==> config.mk <==
export PLATFORM = sky130hd
export DESIGN_NAME = rf_power_swr_gain_meter
export DESIGN_NICKNAME = d
export VERILOG_FILES = /design/src/sv/rpsg_pkg.sv /design/src/sv/rpsg_regs.sv /design/src/sv/rpsg_core.sv /design/src/sv/rf_power_swr_gain_meter.sv
export VERILOG_INCLUDE_DIRS = /design/src /design/src/sv
export SDC_FILE = /design/constraint.sdc
export NUM_CORES = 2
export LEC_CHECK = 0
export BUFFER_PORTS_ARGS = -buffer_cell sky130_fd_sc_hd__buf_2
export CELL_PAD_IN_SITES_DETAIL_PLACEMENT = 1
export CELL_PAD_IN_SITES_GLOBAL_PLACEMENT = 1
export CORE_MARGIN = 5
export CORE_UTILIZATION = 51
export CTS_CLUSTER_SIZE = 30
export DETAILED_ROUTE_END_ITERATION = 8
export GPL_TIMING_DRIVEN = 1
export PLACE_DENSITY = 0.88
export SYNTH_ARGS = -nofsm -noshare
export SYNTH_HDL_FRONTEND = slang
export SYNTH_SLANG_ARGS = --single-unit
==> constraint.sdc <==
create_clock -name clk -period 16.45 [get_ports clk]
set_input_delay 4.1125 -clock clk [delete_from_list [all_inputs] [get_ports clk]]
set_output_delay 4.1125 -clock clk [all_outputs]
set_load 0.005 [all_outputs]
==> src/sv/rf_power_swr_gain_meter_defines.svh <==
// ----------------------------------------------------------------------------
// RF power meter assertion macros
// Assertion forms for the meter's core, clocked on clk.
// ----------------------------------------------------------------------------
`ifndef RF_POWER_SWR_GAIN_METER_DEFINES_SVH
`define RF_POWER_SWR_GAIN_METER_DEFINES_SVH

// property holds on every edge out of reset
`define RPSG_ASSERT(label, prop, msg) \
	label: assert property (@(posedge clk) disable iff (!arst_n) (prop)) else $error(msg);

// condition on one edge implies a condition on the next edge
`define RPSG_ASSERT_NEXT(label, cond, nxt, msg) \
	label: assert property (@(posedge clk) disable iff (!arst_n) (cond) |=> (nxt)) else $error(msg);

`endif

==> src/sv/rpsg_pkg.sv <==
// ----------------------------------------------------------------------------
// RF power meter package
// Shared constants, register codes and configuration type.
// ----------------------------------------------------------------------------
package rpsg_pkg;

	localparam int POWER_WIDTH_DEF = 20;

	localparam logic [1:0] REG_ENABLED      = 2'd0;
	localparam logic [1:0] REG_DECAY_ALPHA  = 2'd1;
	localparam logic [1:0] REG_INPUT_FLOOR  = 2'd2;
	localparam logic [1:0] REG_OUTPUT_FLOOR = 2'd3;

	localparam logic [7:0]  ALPHA_RST     = 8'd51;
	localparam logic [19:0] IN_FLOOR_RST  = 20'd6;
	localparam logic [19:0] OUT_FLOOR_RST = 20'd64;

	localparam logic [31:0] GAIN_K = 32'd3156528;

	typedef struct packed {
		logic        enabled;
		logic [7:0]  decay_alpha;
		logic [19:0] input_floor;
		logic [19:0] output_floor;
	} cfg_t;

endpackage

==> src/sv/rpsg_regs.sv <==
// ----------------------------------------------------------------------------
// RF power meter register file
// Configuration registers behind a 32-bit APB-style port.
// ----------------------------------------------------------------------------
module rpsg_regs (
	input  logic               clk,
	input  logic               arst_n,
	input  logic               psel,
	input  logic               penable,
	input  logic               pwrite,
	input  logic [3:0]         paddr,
	input  logic [31:0]        pwdata,
	output logic [31:0]        prdata,
	output logic               pready,
	output rpsg_pkg::cfg_t     cfg
);

	rpsg_pkg::cfg_t cfg_q;
	logic           wr_en;

	assign pready = 1'b1;
	assign wr_en  = psel & penable & pwrite;
	assign cfg    = cfg_q;

	always_ff @(posedge clk or negedge arst_n) begin
		if (!arst_n) begin
			cfg_q.enabled      <= 1'b0;
			cfg_q.decay_alpha  <= rpsg_pkg::ALPHA_RST;
			cfg_q.input_floor  <= rpsg_pkg::IN_FLOOR_RST;
			cfg_q.output_floor <= rpsg_pkg::OUT_FLOOR_RST;
		end else if (wr_en) begin
			case (paddr[3:2])
				rpsg_pkg::REG_ENABLED:      cfg_q.enabled      <= pwdata[0];
				rpsg_pkg::REG_DECAY_ALPHA:  cfg_q.decay_alpha  <= pwdata[7:0];
				rpsg_pkg::REG_INPUT_FLOOR:  cfg_q.input_floor  <= pwdata[19:0];
				rpsg_pkg::REG_OUTPUT_FLOOR: cfg_q.output_floor <= pwdata[19:0];
				default: ;
			endcase
		end
	end

	always_comb begin
		case (paddr[3:2])
			rpsg_pkg::REG_ENABLED:      prdata = {31'd0, cfg_q.enabled};
			rpsg_pkg::REG_DECAY_ALPHA:  prdata = {24'd0, cfg_q.decay_alpha};
			rpsg_pkg::REG_INPUT_FLOOR:  prdata = {12'd0, cfg_q.input_floor};
			rpsg_pkg::REG_OUTPUT_FLOOR: prdata = {12'd0, cfg_q.output_floor};
			default:                    prdata = 32'd0;
		endcase
	end

endmodule

==> src/sv/rpsg_core.sv <==
// ----------------------------------------------------------------------------
// RF power meter sequencer
// Averages, SWR and gain computed over many cycles on one shared multiplier,
// one shared divide step and one root step.
// ----------------------------------------------------------------------------
`include "rf_power_swr_gain_meter_defines.svh"

module rpsg_core #(
	parameter int PW = rpsg_pkg::POWER_WIDTH_DEF
) (
	input  logic                clk,
	input  logic                arst_n,
	input  rpsg_pkg::cfg_t      cfg,
	input  logic                start,
	output logic                ready,
	input  logic [PW-1:0]       input_forward,
	input  logic [PW-1:0]       output_forward,
	input  logic [PW-1:0]       output_reverse,
	output logic                res_valid,
	input  logic                out_free,
	output logic                updated,
	output logic [PW-1:0]       input_average,
	output logic [PW-1:0]       output_average,
	output logic [PW-1:0]       reverse_average,
	output logic [15:0]         swr_ratio,
	output logic signed [10:0]  gain_db
);

	localparam int DW = (PW > 17) ? PW : 17;
	localparam int NW = $clog2(PW);
	localparam int LW = NW + 16;

	localparam logic [3:0] S_IDLE = 4'd0;
	localparam logic [3:0] S_AMUL = 4'd1;
	localparam logic [3:0] S_AUPD = 4'd2;
	localparam logic [3:0] S_SWR  = 4'd3;
	localparam logic [3:0] S_DIV1 = 4'd4;
	localparam logic [3:0] S_SQRT = 4'd5;
	localparam logic [3:0] S_DIV2 = 4'd6;
	localparam logic [3:0] S_GAIN = 4'd7;
	localparam logic [3:0] S_NORM = 4'd8;
	localparam logic [3:0] S_SQM  = 4'd9;
	localparam logic [3:0] S_SQN  = 4'd10;
	localparam logic [3:0] S_GMUL = 4'd11;
	localparam logic [3:0] S_GRND = 4'd12;
	localparam logic [3:0] S_DONE = 4'd13;

	localparam logic [1:0] AV_IN  = 2'd0;
	localparam logic [1:0] AV_OUT = 2'd1;
	localparam logic [1:0] AV_REV = 2'd2;

	logic [3:0]         state_q;
	logic [PW-1:0]      inf_q, outf_q, outr_q;
	logic               fast_in_q, fast_out_q;
	logic [PW-1:0]      in_avg_q, out_avg_q, rev_avg_q;
	logic [1:0]         sel_q;
	logic [5:0]         cnt_q;
	logic [DW-1:0]      rem_q, den_q;
	logic [24:0]        numsh_q;
	logic [31:0]        quo_q;
	logic [31:0]        sv_q, sres_q, sbit_q;
	logic [PW-1:0]      z_q;
	logic [NW-1:0]      n_q;
	logic [30:0]        y_q;
	logic [15:0]        frac_q;
	logic               lsel_q;
	logic [LW-1:0]      logo_q;
	logic [LW-1:0]      absd_q;
	logic               neg_q;
	logic [63:0]        prod_q;
	logic               upd_q;
	logic [15:0]        swr_q;
	logic signed [10:0] gain_q;

	logic [31:0]        mul_a, mul_b;
	logic [PW-1:0]      avg_cur, s_cur, d_cur, step, nv;
	logic               fast_cur;
	logic [PW+8:0]      step_full;
	logic [DW:0]        dv_t;
	logic               dv_ge;
	logic [DW-1:0]      rem_nx;
	logic [31:0]        quo_nx;
	logic [32:0]        sq_sum;
	logic               sq_ge;
	logic [31:0]        sres_nx;
	logic [15:0]        rho;
	logic [PW+30:0]     zz;
	logic [31:0]        sq_t;
	logic [15:0]        frac_nx;
	logic [LW-1:0]      logv;
	logic [LW:0]        dlog;
	logic [63:0]        rnd;
	logic [31:0]        mag;
	logic               active;

	assign ready           = (state_q == S_IDLE);
	assign res_valid       = (state_q == S_DONE);
	assign updated         = upd_q;
	assign input_average   = in_avg_q;
	assign output_average  = out_avg_q;
	assign reverse_average = rev_avg_q;
	assign swr_ratio       = swr_q;
	assign gain_db         = gain_q;

	assign active = cfg.enabled && ((input_forward != '0) || (in_avg_q != '0) ||
		(out_avg_q != '0) || (rev_avg_q != '0));

	always_comb begin
		case (sel_q)
			AV_IN:   begin avg_cur = in_avg_q;  s_cur = inf_q;  fast_cur = fast_in_q;  end
			AV_OUT:  begin avg_cur = out_avg_q; s_cur = outf_q; fast_cur = fast_out_q; end
			default: begin avg_cur = rev_avg_q; s_cur = outr_q; fast_cur = fast_out_q; end
		endcase
		d_cur     = (s_cur >= avg_cur) ? (s_cur - avg_cur) : (avg_cur - s_cur);
		step_full = prod_q[PW+8:0] + (PW+9)'(255);
		step      = step_full[PW+7:8];
		if (fast_cur)
			nv = s_cur;
		else if (s_cur >= avg_cur)
			nv = avg_cur + step;
		else
			nv = avg_cur - step;
	end

	always_comb begin
		case (state_q)
			S_AMUL:  begin mul_a = {24'd0, cfg.decay_alpha}; mul_b = 32'(d_cur); end
			S_SQM:   begin mul_a = {1'b0, y_q};              mul_b = {1'b0, y_q}; end
			S_GMUL:  begin mul_a = 32'(absd_q);              mul_b = rpsg_pkg::GAIN_K; end
			default: begin mul_a = 32'd0;                    mul_b = 32'd0; end
		endcase
	end

	assign dv_t   = {rem_q, numsh_q[24]};
	assign dv_ge  = dv_t >= {1'b0, den_q};
	assign rem_nx = dv_ge ? DW'(dv_t - {1'b0, den_q}) : DW'(dv_t);
	assign quo_nx = {quo_q[30:0], dv_ge};

	assign sq_sum  = {1'b0, sres_q} + {1'b0, sbit_q};
	assign sq_ge   = {1'b0, sv_q} >= sq_sum;
	assign sres_nx = sq_ge ? ((sres_q >> 1) + sbit_q) : (sres_q >> 1);
	assign rho     = sres_nx[15:0];

	assign zz      = {z_q, 31'd0};
	assign sq_t    = prod_q[61:30];
	assign frac_nx = {frac_q[14:0], sq_t[31]};
	assign logv    = {n_q, frac_nx};
	assign dlog    = {1'b0, logo_q} - {1'b0, logv};
	assign rnd     = prod_q + 64'h0000_0000_8000_0000;
	assign mag     = rnd[63:32];

	always_ff @(posedge clk or negedge arst_n) begin
		if (!arst_n) begin
			state_q   <= S_IDLE;
			in_avg_q  <= '0;
			out_avg_q <= '0;
			rev_avg_q <= '0;
			upd_q     <= 1'b0;
			swr_q     <= '0;
			gain_q    <= '0;
		end else begin
			case (state_q)
				S_IDLE: begin
					if (start) begin
						inf_q      <= input_forward;
						outf_q     <= output_forward;
						outr_q     <= output_reverse;
						fast_in_q  <= input_forward > in_avg_q;
						fast_out_q <= output_forward > out_avg_q;
						sel_q      <= AV_IN;
						swr_q      <= '0;
						gain_q     <= '0;
						upd_q      <= active;
						state_q    <= active ? S_AMUL : S_DONE;
					end
				end
				S_AMUL: state_q <= S_AUPD;
				S_AUPD: begin
					case (sel_q)
						AV_IN: begin
							in_avg_q <= (33'(nv) < 33'(cfg.input_floor)) ? '0 : nv;
							sel_q    <= AV_OUT;
							state_q  <= S_AMUL;
						end
						AV_OUT: begin
							out_avg_q <= (33'(nv) < 33'(cfg.output_floor)) ? '0 : nv;
							sel_q     <= AV_REV;
							state_q   <= S_AMUL;
						end
						default: begin
							rev_avg_q <= nv;
							state_q   <= S_SWR;
						end
					endcase
				end
				S_SWR: begin
					rem_q   <= DW'(rev_avg_q);
					den_q   <= DW'(out_avg_q);
					numsh_q <= '0;
					quo_q   <= '0;
					cnt_q   <= '0;
					if (outf_q == '0)
						state_q <= S_GAIN;
					else if ((out_avg_q == '0) || (rev_avg_q >= out_avg_q)) begin
						swr_q   <= 16'hFFFF;
						state_q <= S_GAIN;
					end else
						state_q <= S_DIV1;
				end
				S_DIV1: begin
					rem_q   <= rem_nx;
					numsh_q <= {numsh_q[23:0], 1'b0};
					quo_q   <= quo_nx;
					cnt_q   <= cnt_q + 6'd1;
					if (cnt_q == 6'd31) begin
						sv_q    <= quo_nx;
						sres_q  <= '0;
						sbit_q  <= 32'h4000_0000;
						cnt_q   <= '0;
						state_q <= S_SQRT;
					end
				end
				S_SQRT: begin
					if (sq_ge)
						sv_q <= sv_q - sq_sum[31:0];
					sres_q <= sres_nx;
					sbit_q <= sbit_q >> 2;
					cnt_q  <= cnt_q + 6'd1;
					if (cnt_q == 6'd15) begin
						rem_q   <= '0;
						den_q   <= DW'(17'd65536 - {1'b0, rho});
						numsh_q <= {17'd65536 + {1'b0, rho}, 8'd0};
						quo_q   <= '0;
						cnt_q   <= '0;
						state_q <= S_DIV2;
					end
				end
				S_DIV2: begin
					rem_q   <= rem_nx;
					numsh_q <= {numsh_q[23:0], 1'b0};
					quo_q   <= quo_nx;
					cnt_q   <= cnt_q + 6'd1;
					if (cnt_q == 6'd24) begin
						swr_q   <= (quo_nx[31:16] != '0) ? 16'hFFFF : quo_nx[15:0];
						state_q <= S_GAIN;
					end
				end
				S_GAIN: begin
					z_q    <= out_avg_q;
					n_q    <= NW'(PW - 1);
					lsel_q <= 1'b0;
					if ((inf_q == '0) || (outf_q == '0) ||
						((out_avg_q == '0) && (in_avg_q == '0)))
						state_q <= S_DONE;
					else if (out_avg_q == '0) begin
						gain_q  <= -11'sd1024;
						state_q <= S_DONE;
					end else if (in_avg_q == '0) begin
						gain_q  <= 11'sd1023;
						state_q <= S_DONE;
					end else
						state_q <= S_NORM;
				end
				S_NORM: begin
					if (z_q[PW-1]) begin
						y_q     <= zz[PW+30 -: 31];
						frac_q  <= '0;
						cnt_q   <= '0;
						state_q <= S_SQM;
					end else begin
						z_q <= {z_q[PW-2:0], 1'b0};
						n_q <= n_q - NW'(1);
					end
				end
				S_SQM: state_q <= S_SQN;
				S_SQN: begin
					y_q    <= sq_t[31] ? sq_t[31:1] : sq_t[30:0];
					frac_q <= frac_nx;
					cnt_q  <= cnt_q + 6'd1;
					if (cnt_q == 6'd15) begin
						if (!lsel_q) begin
							logo_q  <= logv;
							lsel_q  <= 1'b1;
							z_q     <= in_avg_q;
							n_q     <= NW'(PW - 1);
							state_q <= S_NORM;
						end else begin
							neg_q   <= dlog[LW];
							absd_q  <= dlog[LW] ? LW'(-dlog) : dlog[LW-1:0];
							state_q <= S_GMUL;
						end
					end else
						state_q <= S_SQM;
				end
				S_GMUL: state_q <= S_GRND;
				S_GRND: begin
					if (!neg_q)
						gain_q <= (mag > 32'd1023) ? 11'sd1023 : $signed(mag[10:0]);
					else
						gain_q <= (mag > 32'd1024) ? -11'sd1024 : -$signed(mag[10:0]);
					state_q <= S_DONE;
				end
				S_DONE: begin
					if (out_free)
						state_q <= S_IDLE;
				end
				default: state_q <= S_IDLE;
			endcase
		end
	end

	always_ff @(posedge clk) begin
		prod_q <= mul_a * mul_b;
	end

	`RPSG_ASSERT_NEXT(a_done_hold, (state_q == S_DONE) && !out_free, state_q == S_DONE, "result dropped before the output stage was free")
	`RPSG_ASSERT(a_div_rem, (state_q != S_DIV1 && state_q != S_DIV2) || (rem_q < den_q), "divider remainder not below divisor")
	`RPSG_ASSERT(a_idle_zero, (state_q != S_DONE) || upd_q || ((swr_q == 16'd0) && (gain_q == 11'sd0)), "idle sample reported nonzero SWR or gain")
	`RPSG_ASSERT(a_norm_nz, (state_q != S_NORM) || (z_q != '0), "log normalisation on a zero average")

endmodule

==> src/sv/rf_power_swr_gain_meter.sv <==
// ----------------------------------------------------------------------------
// RF power, SWR and gain meter
// Smoothed forward and reflected power with SWR and amplifier gain per sample.
// ----------------------------------------------------------------------------
//  channel   direction  contents
//  s_*       in         one power sample (input fwd, output fwd, output rev)
//  m_*       out        averages, SWR Q8.8, gain 1/16 dB; tuser = updated
//  APB       in/out     enabled, decay_alpha, input_floor, output_floor
//
//  An updated sample may use the one-bit-per-cycle divider (32 and 25
//  steps), the 16-step root and two logarithms, each normalised by
//  shifting and refined by squaring on the shared multiplier; an idle
//  or disabled sample uses none of these.
//  s_tready is high only while the sequencer is idle; a finished result
//  waits in the output register while the next sample is taken.
//  Reset clears the averages and restores the register defaults.
// ----------------------------------------------------------------------------
module rf_power_swr_gain_meter #(
	parameter int POWER_WIDTH = rpsg_pkg::POWER_WIDTH_DEF,
	localparam int IW = ((3 * POWER_WIDTH + 7) / 8) * 8,
	localparam int OW = ((3 * POWER_WIDTH + 27 + 7) / 8) * 8
) (
	input  logic          clk,
	input  logic          arst_n,
	input  logic          psel,
	input  logic          penable,
	input  logic          pwrite,
	input  logic [3:0]    paddr,
	input  logic [31:0]   pwdata,
	output logic [31:0]   prdata,
	output logic          pready,
	input  logic          s_tvalid,
	output logic          s_tready,
	// input_forward, output_forward, output_reverse
	input  logic [IW-1:0] s_tdata,
	output logic          m_tvalid,
	input  logic          m_tready,
	// input_average, output_average, reverse_average, swr_ratio, gain_db
	output logic [OW-1:0] m_tdata,
	// updated
	output logic          m_tuser
);

	localparam int PW = POWER_WIDTH;

	rpsg_pkg::cfg_t     cfg;
	logic               core_ready, res_valid, out_free;
	logic               updated;
	logic [PW-1:0]      in_avg, out_avg, rev_avg;
	logic [15:0]        swr_ratio;
	logic signed [10:0] gain_db;
	logic               m_tvalid_q;
	logic [OW-1:0]      m_tdata_q;
	logic               m_tuser_q;

	rpsg_regs u_regs (
		.clk     (clk),
		.arst_n  (arst_n),
		.psel    (psel),
		.penable (penable),
		.pwrite  (pwrite),
		.paddr   (paddr),
		.pwdata  (pwdata),
		.prdata  (prdata),
		.pready  (pready),
		.cfg     (cfg)
	);

	rpsg_core #(.PW(PW)) u_core (
		.clk             (clk),
		.arst_n          (arst_n),
		.cfg             (cfg),
		.start           (s_tvalid),
		.ready           (core_ready),
		.input_forward   (s_tdata[PW-1:0]),
		.output_forward  (s_tdata[2*PW-1:PW]),
		.output_reverse  (s_tdata[3*PW-1:2*PW]),
		.res_valid       (res_valid),
		.out_free        (out_free),
		.updated         (updated),
		.input_average   (in_avg),
		.output_average  (out_avg),
		.reverse_average (rev_avg),
		.swr_ratio       (swr_ratio),
		.gain_db         (gain_db)
	);

	assign s_tready = core_ready;
	assign out_free = !m_tvalid_q || m_tready;
	assign m_tvalid = m_tvalid_q;
	assign m_tdata  = m_tdata_q;
	assign m_tuser  = m_tuser_q;

	always_ff @(posedge clk or negedge arst_n) begin
		if (!arst_n)
			m_tvalid_q <= 1'b0;
		else if (out_free)
			m_tvalid_q <= res_valid;
	end

	always_ff @(posedge clk) begin
		if (out_free && res_valid) begin
			m_tdata_q <= OW'({gain_db, swr_ratio, rev_avg, out_avg, in_avg});
			m_tuser_q <= updated;
		end
	end

endmodule

Word-level counts from Yosys, hierarchy flattened. Cells that the tools add are included.

Bits in registers: 669. Bits of input ports: 107. Logic and storage cells: 246.

Add/sub/neg operators: 17. Multipliers: 1. $lt $le $gt $ge: 10. Equal/unequal tests: 35. Mux-type cells: 81. Bitwise gates (word level): 4. Reductions and logical operators: 60.

Operators with widths (number): $pmux W31 S3 (3); $mux W20 (11); $pmux W32 S2 (3); $mux W32 (5); $pmux W32 S4 (1); $pmux W20 S2 (3); $pmux W20 S3 (2); $mux W31 (3); $logic_not A20 Y1 (4); $mux W16 (5); $reduce_bool A20 Y1 (4); $sub A20 B20 Y20 (4); $mux W11 (7); $pmux W25 S3 (1); $add A62 B32 Y63 const B (1); $mul A31 B31 Y62 (1); $pmux W31 S2 (1); $pmux W4 S14 (1); $pmux W16 S3 (1); $ge A20 B20 Y1 (2); $gt A20 B20 Y1 (2); $lt A20 B20 Y1 (2); $mux W4 (10); $add A32 B32 Y33 (1); 57 further kinds (130).

Logic depth before layout (Yosys ltp).
Depth after elaboration: 8. Depth in mapped cells: 51.

Cells and area by module. Synthesis repeated with hierarchy kept, for this count alone.

Cell total of the unflattened synthesis: 7341. Area total of the unflattened synthesis: 68839.8 um^2.

By module, submodules not included: rpsg_core (instances 1, cells each 7077, area each 63752.4 um^2, seq. area each 14143.6 um^2); rf_power_swr_gain_meter (instances 1, cells each 94, area each 2707.6 um^2, seq. area each 2667.6 um^2); rpsg_regs (instances 1, cells each 170, area each 2379.8 um^2, seq. area each 1234.9 um^2).

Worst setup path after synthesis. OpenSTA, ideal clock, no wires.

Path kind: reg2reg. Start: reg u_core.sel_q[0]. End: reg u_core.prod_q[55]. Data arrival time: 12.159 ns. Data required time: 16.364 ns. Setup slack: 4.205 ns. Cell stages (with the launch flop): 45. Cells stage by stage: edfxtp_1 -> buf_6 -> clkbuf_1 -> clkbuf_1 -> buf_1 -> mux2i_1 -> o21ai_0 -> ha_1 -> fa_1 -> a21boi_0 -> a311oi_2 -> a211oi_2 -> o41ai_4 -> nand2_4 -> buf_2 -> nand3_1 -> nand2_1 -> xor2_1 -> [9 not listed] -> fa_1 -> fa_1 -> fa_1 -> inv_1 -> fa_1 -> inv_1 -> ha_1 -> a21o_1 -> a21o_1 -> a21oi_1 -> o21ai_0 -> a221o_1 -> o2111ai_1 -> nand2_1 -> a31oi_1 -> o31a_1 -> mux2_2 -> a211oi_1.

Cells in the longest elaborated chain, start to end: 6. Elaborated cells between the ends (all ways): 10.

Ends and longest elaborated chain: from (decl) (line rpsg_core.sv:56) `logic [1:0] sel_q;`; from (signal assigned) (line rpsg_core.sv:170) `sel_q <= AV_IN;`; from (signal assigned) (line rpsg_core.sv:182) `sel_q <= AV_OUT;`; from (signal assigned) (line rpsg_core.sv:187) `sel_q <= AV_REV;`; $eq A2 B1 Y1 or $logic_not A2 Y1 (tied branches) (line rpsg_core.sv:109) `case (sel_q)`; $pmux W20 S2 (line rpsg_core.sv:109); $sub A20 B20 Y20 or $ge A20 B20 Y1 (tied branches) (line rpsg_core.sv:114) `d_cur = (s_cur >= avg_cur) ? (s_cur - avg_cur) : (avg_cur - s_cur);`; $mux W20 (*) (line rpsg_core.sv:114); $pmux W31 S3 (*) (line rpsg_core.sv:126) `case (state_q)`; $mul A31 B31 Y62 (*) (line rpsg_core.sv:313) `prod_q <= mul_a * mul_b;`; to (signal assigned) (line rpsg_core.sv:313); to (decl) (line rpsg_core.sv:70) `logic [63:0] prod_q;`.

Mark *: on every way between the ends. The rest lies on a longest branch, timed or not. A chain may end at the register's enable or synchronous reset.

Final worst setup path.
Start: reg u_core.sel_q[0]. End: reg u_core.prod_q[59].

The elaborated chain is that of the path after synthesis.

==> summary.md <==
| Metric | Value |
|---|---|
| Final hold viol count | `0` |
| Detailed Route Iter0 Violations | `6368` |
| Clk buf depth | `3` |
| Cells after Synth | `7364` |
| Max_cap viols | `0` |
| Die area | `0.1425 mm2` |
| Post-CTS setup repair buffer count | `0` |
| Outcome | `finished clean` |
| Nets@finish | `8917` |
| Yosys cell types | `118` |
| WP depth | `38` |
| All-Layer GR Usage | `37.13%` |
| Post-Route WL | `266900 um` |
| M1 GR Usage | `45.87%` |
| Drt wl/cell | `28.70 um` |
| Most frequent cell on the critical path | `fa_1` |
| Min-Delay Path Class | `reg -> reg` |
| Period minus WS final | `14.73 ns` |
| Buffers & Inverters on Critical Path | `7` |
| Via Count | `58532` |
| Largest net degree at the start of global routing | `75` |
| CP max stage cell | `o21ai_0` |
| Clock-pin slew on the worst setup and hold paths | `0.06 ns` |
| Non-Filler Instances | `9300` |
| RSZ-0062 raised after global routing | `no` |
| # fillers | `15236` |
| Final HPWL from detailed placement | `206700 um` |
| Peak per-stage delay on the critical path | `0.74 ns` |
| Worst Skew | `0.03086 ns` |
| # placed instances | `9154` |
| Slew @ Worst Pin | `1.468 ns` |
| Critical Path End Type | `register` |
| Antenna violations before repair | `19` |
| Yosys warning count | `0` |
| Synth-to-layout area growth | `8.002%` |
| CTS tree | `yes` |
| Number of synthesized flops with an enable pin | `441` |
| Busiest grt layer | `met2` |
| Final setup viols | `0` |
| Die H | `377.5 um` |
| CP top delay family | `compound AO/OA/AOI/OAI gates` |
| TNS Setup | `0 ns` |
| Most frequent cells in the layout | `inv_1 (1281), nand2_1 (858), fa_1 (827), nor2_1 (591), ha_1 (523)` |
| Via/cell ratio | `6.294` |
| Area post-placement | `0.07192 mm2` |
| Sequential fraction of the synthesis area | `26.14%` |
| Max-slew violation count | `0` |
| CTS Sinks | `643` |
| Final ANT Viol Nets | `0` |
| FFs w/ async S/R, synth | `22.08%` |
| Global-route wire length before repair | `396800 um` |
| GRT met2 Usage | `57.86%` |
| Met3 usage | `11.76%` |
| Final instance area | `0.07441 mm2` |
| GP Congestion | `1.005` |
| Initial cell density of the core | `51.49%` |
| Drt first pass iters | `6` |
| Worst r2r path cells | `38` |
| # hold bufs at CTS | `0` |
| FF+latch count, synth | `643` |
| Fmax | `67.90 MHz` |
| Drc violations | `0` |
| CP Data Required Time | `16.96 ns` |
| IO buf count | `198` |
| Critical Path Source | `u_core.sel_q[0]` |
| Most common cell after layout, fill and taps aside | `inv_1` |
| Cell Pwr Density | `118.8 mW/mm2` |
| Clock Tree Root | `clkbuf_16` |
| Max-slew headroom | `2.151%` |
| Resized Gates After CTS | `0` |
| Die Width | `377.5 um` |
| Fraction of layout cells with a size suffix above 1 | `8.034%` |
| Rows | `134` |
| Core ar. | `0.1338 mm2` |
| GR Overflow Total | `0` |
| Final period utilization | `89.53%` |
| P_leak | `0.03402 uW` |
| # IOs | `231` |
| Reg2reg setup slack | `1.72 ns` |
| Vias in the first global route | `63617` |
| CP Data Arrival Time | `15.24 ns` |
| Final Util | `55.61%` |
| R2r endpoint | `u_core.prod_q[59]` |
| Peak fanout along the critical path | `43` |
| Worst VDD drop | `116.5 uV` |
| CTS Buf Count | `72` |
| CP Class | `reg -> reg` |
| RR Startpoint | `u_core.sel_q[0]` |
| H-Tree Depth | `3` |
| Syn_area_per_cell | `9.355 um2` |
| Startpoint Class | `register` |
| Main synth FF type | `edfxtp_1` |
| Mapped Area | `0.06889 mm2` |
| Min-delay src | `u_core.frac_q[13]` |
| CP endpoint | `u_core.prod_q[59]` |
| Worst skew pair latency | `0.68 ns` |
| Power, Total | `8838 uW` |
cells in the mapped netlist (27+ instances only):
cell type | instances | area share, %
o21bai_1 | 38 | 0.41
o211ai_1 | 27 | 0.29
inv_1 | 1281 | 7.0
nand3_1 | 81 | 0.59
or3_1 | 27 | 0.25
dfrtp_1 | 135 | 4.9
a31oi_1 | 54 | 0.49
clkbuf_1 | 244 | 1.3
xor2_1 | 120 | 1.5
nor3_1 | 58 | 0.42
o21a_1 | 33 | 0.36
o21ai_0 | 323 | 2.3
edfxtp_1 | 441 | 19
ha_1 | 523 | 9.5
fa_1 | 827 | 24
a21oi_1 | 315 | 2.3
nor2_1 | 598 | 3.3
mux2_2 | 49 | 0.80
xnor2_1 | 171 | 2.2
nor4_1 | 53 | 0.48
a211oi_1 | 39 | 0.42
and2_1 | 76 | 0.69
dfxtp_1 | 60 | 1.7
nand2b_1 | 52 | 0.47
a21o_1 | 122 | 1.3
nor2b_1 | 62 | 0.56
mux2i_1 | 104 | 1.5
nand4_1 | 48 | 0.44
nand2_1 | 859 | 4.7
o22ai_1 | 27 | 0.25
and3_1 | 70 | 0.64
a22o_1 | 35 | 0.44
logic make-up after synthesis:
family / count (synthesis) / share of synthesized area (%)
adder cells (fa/ha/maj): 1350 / 33.53
AND/OR/NAND/NOR: 2075 / 13.48
flip-flops: 643 / 26.14
XOR/XNOR: 295 / 3.805
other: 2 / 0.01090
multiplexers: 159 / 2.475
buffers and inverters: 1595 / 8.875
AO/OA/AOI/OAI: 1245 / 11.68
per-stage QoR:
step	setup slack [ns]	hold WS (ns)
after floorplan	4.205	0.4194
after global placement	2.483	0.4270
after detailed placement	2.152	0.4339
after CTS	1.980	0.4465
after global routing	1.386	0.4599
final	1.722	0.4456
power breakdown:
| part | switching [uW] | internal (uW) | leakage (uW) |
|---|---|---|---|
| clock network | 752 | 971 | 0.00119 |
| logic | 3000 | 1530 | 0.0265 |
| registers | 411 | 2170 | 0.00638 |
per-layer routing:
| metal | part of all wire, % | wire length, um |
|---|---|---|
| met1 | 36 | 97190 |
| met3 | 12 | 32530 |
| met4 | 6.8 | 18230 |
| met2 | 45 | 118800 |
| met5 | 0.040 | 108 |
registers in the layout, summed over array words and instances, names as in the netlist, 21 cells and up:
name           cells
u_core.prod_q     60
u_core.sres_q     32
m_tdata           87
u_core.logo_q     21
u_core.y_q        31
u_core.quo_q      31
u_core.absd_q     21
u_regs.cfg        49
u_core.sv_q       32
area by class of cell:
cell class,count,area (um2),area share [%]
diodes,14,35.03,0.04708
clock buffers,97,2018,2.712
clock inverters,35,424.2,0.5701
inverters,1286,4828,6.489
multi-input cells,5138,44980,60.45
flip-flops and latches,643,18010,24.20
well taps,1768,2212,2.973
repair buffers,319,1906,2.561
worst min-delay path by stage:
stage,cells after the start,endpoint
final,0,u_core.logo_q[14]
after global routing,0,u_core.logo_q[1]
after CTS,0,u_core.logo_q[1]
after detailed placement,0,u_core.logo_q[14]
after global placement,0,u_core.logo_q[14]
after floorplan,0,m_tuser
No activity file was read; power rests on OpenSTA's default activity.
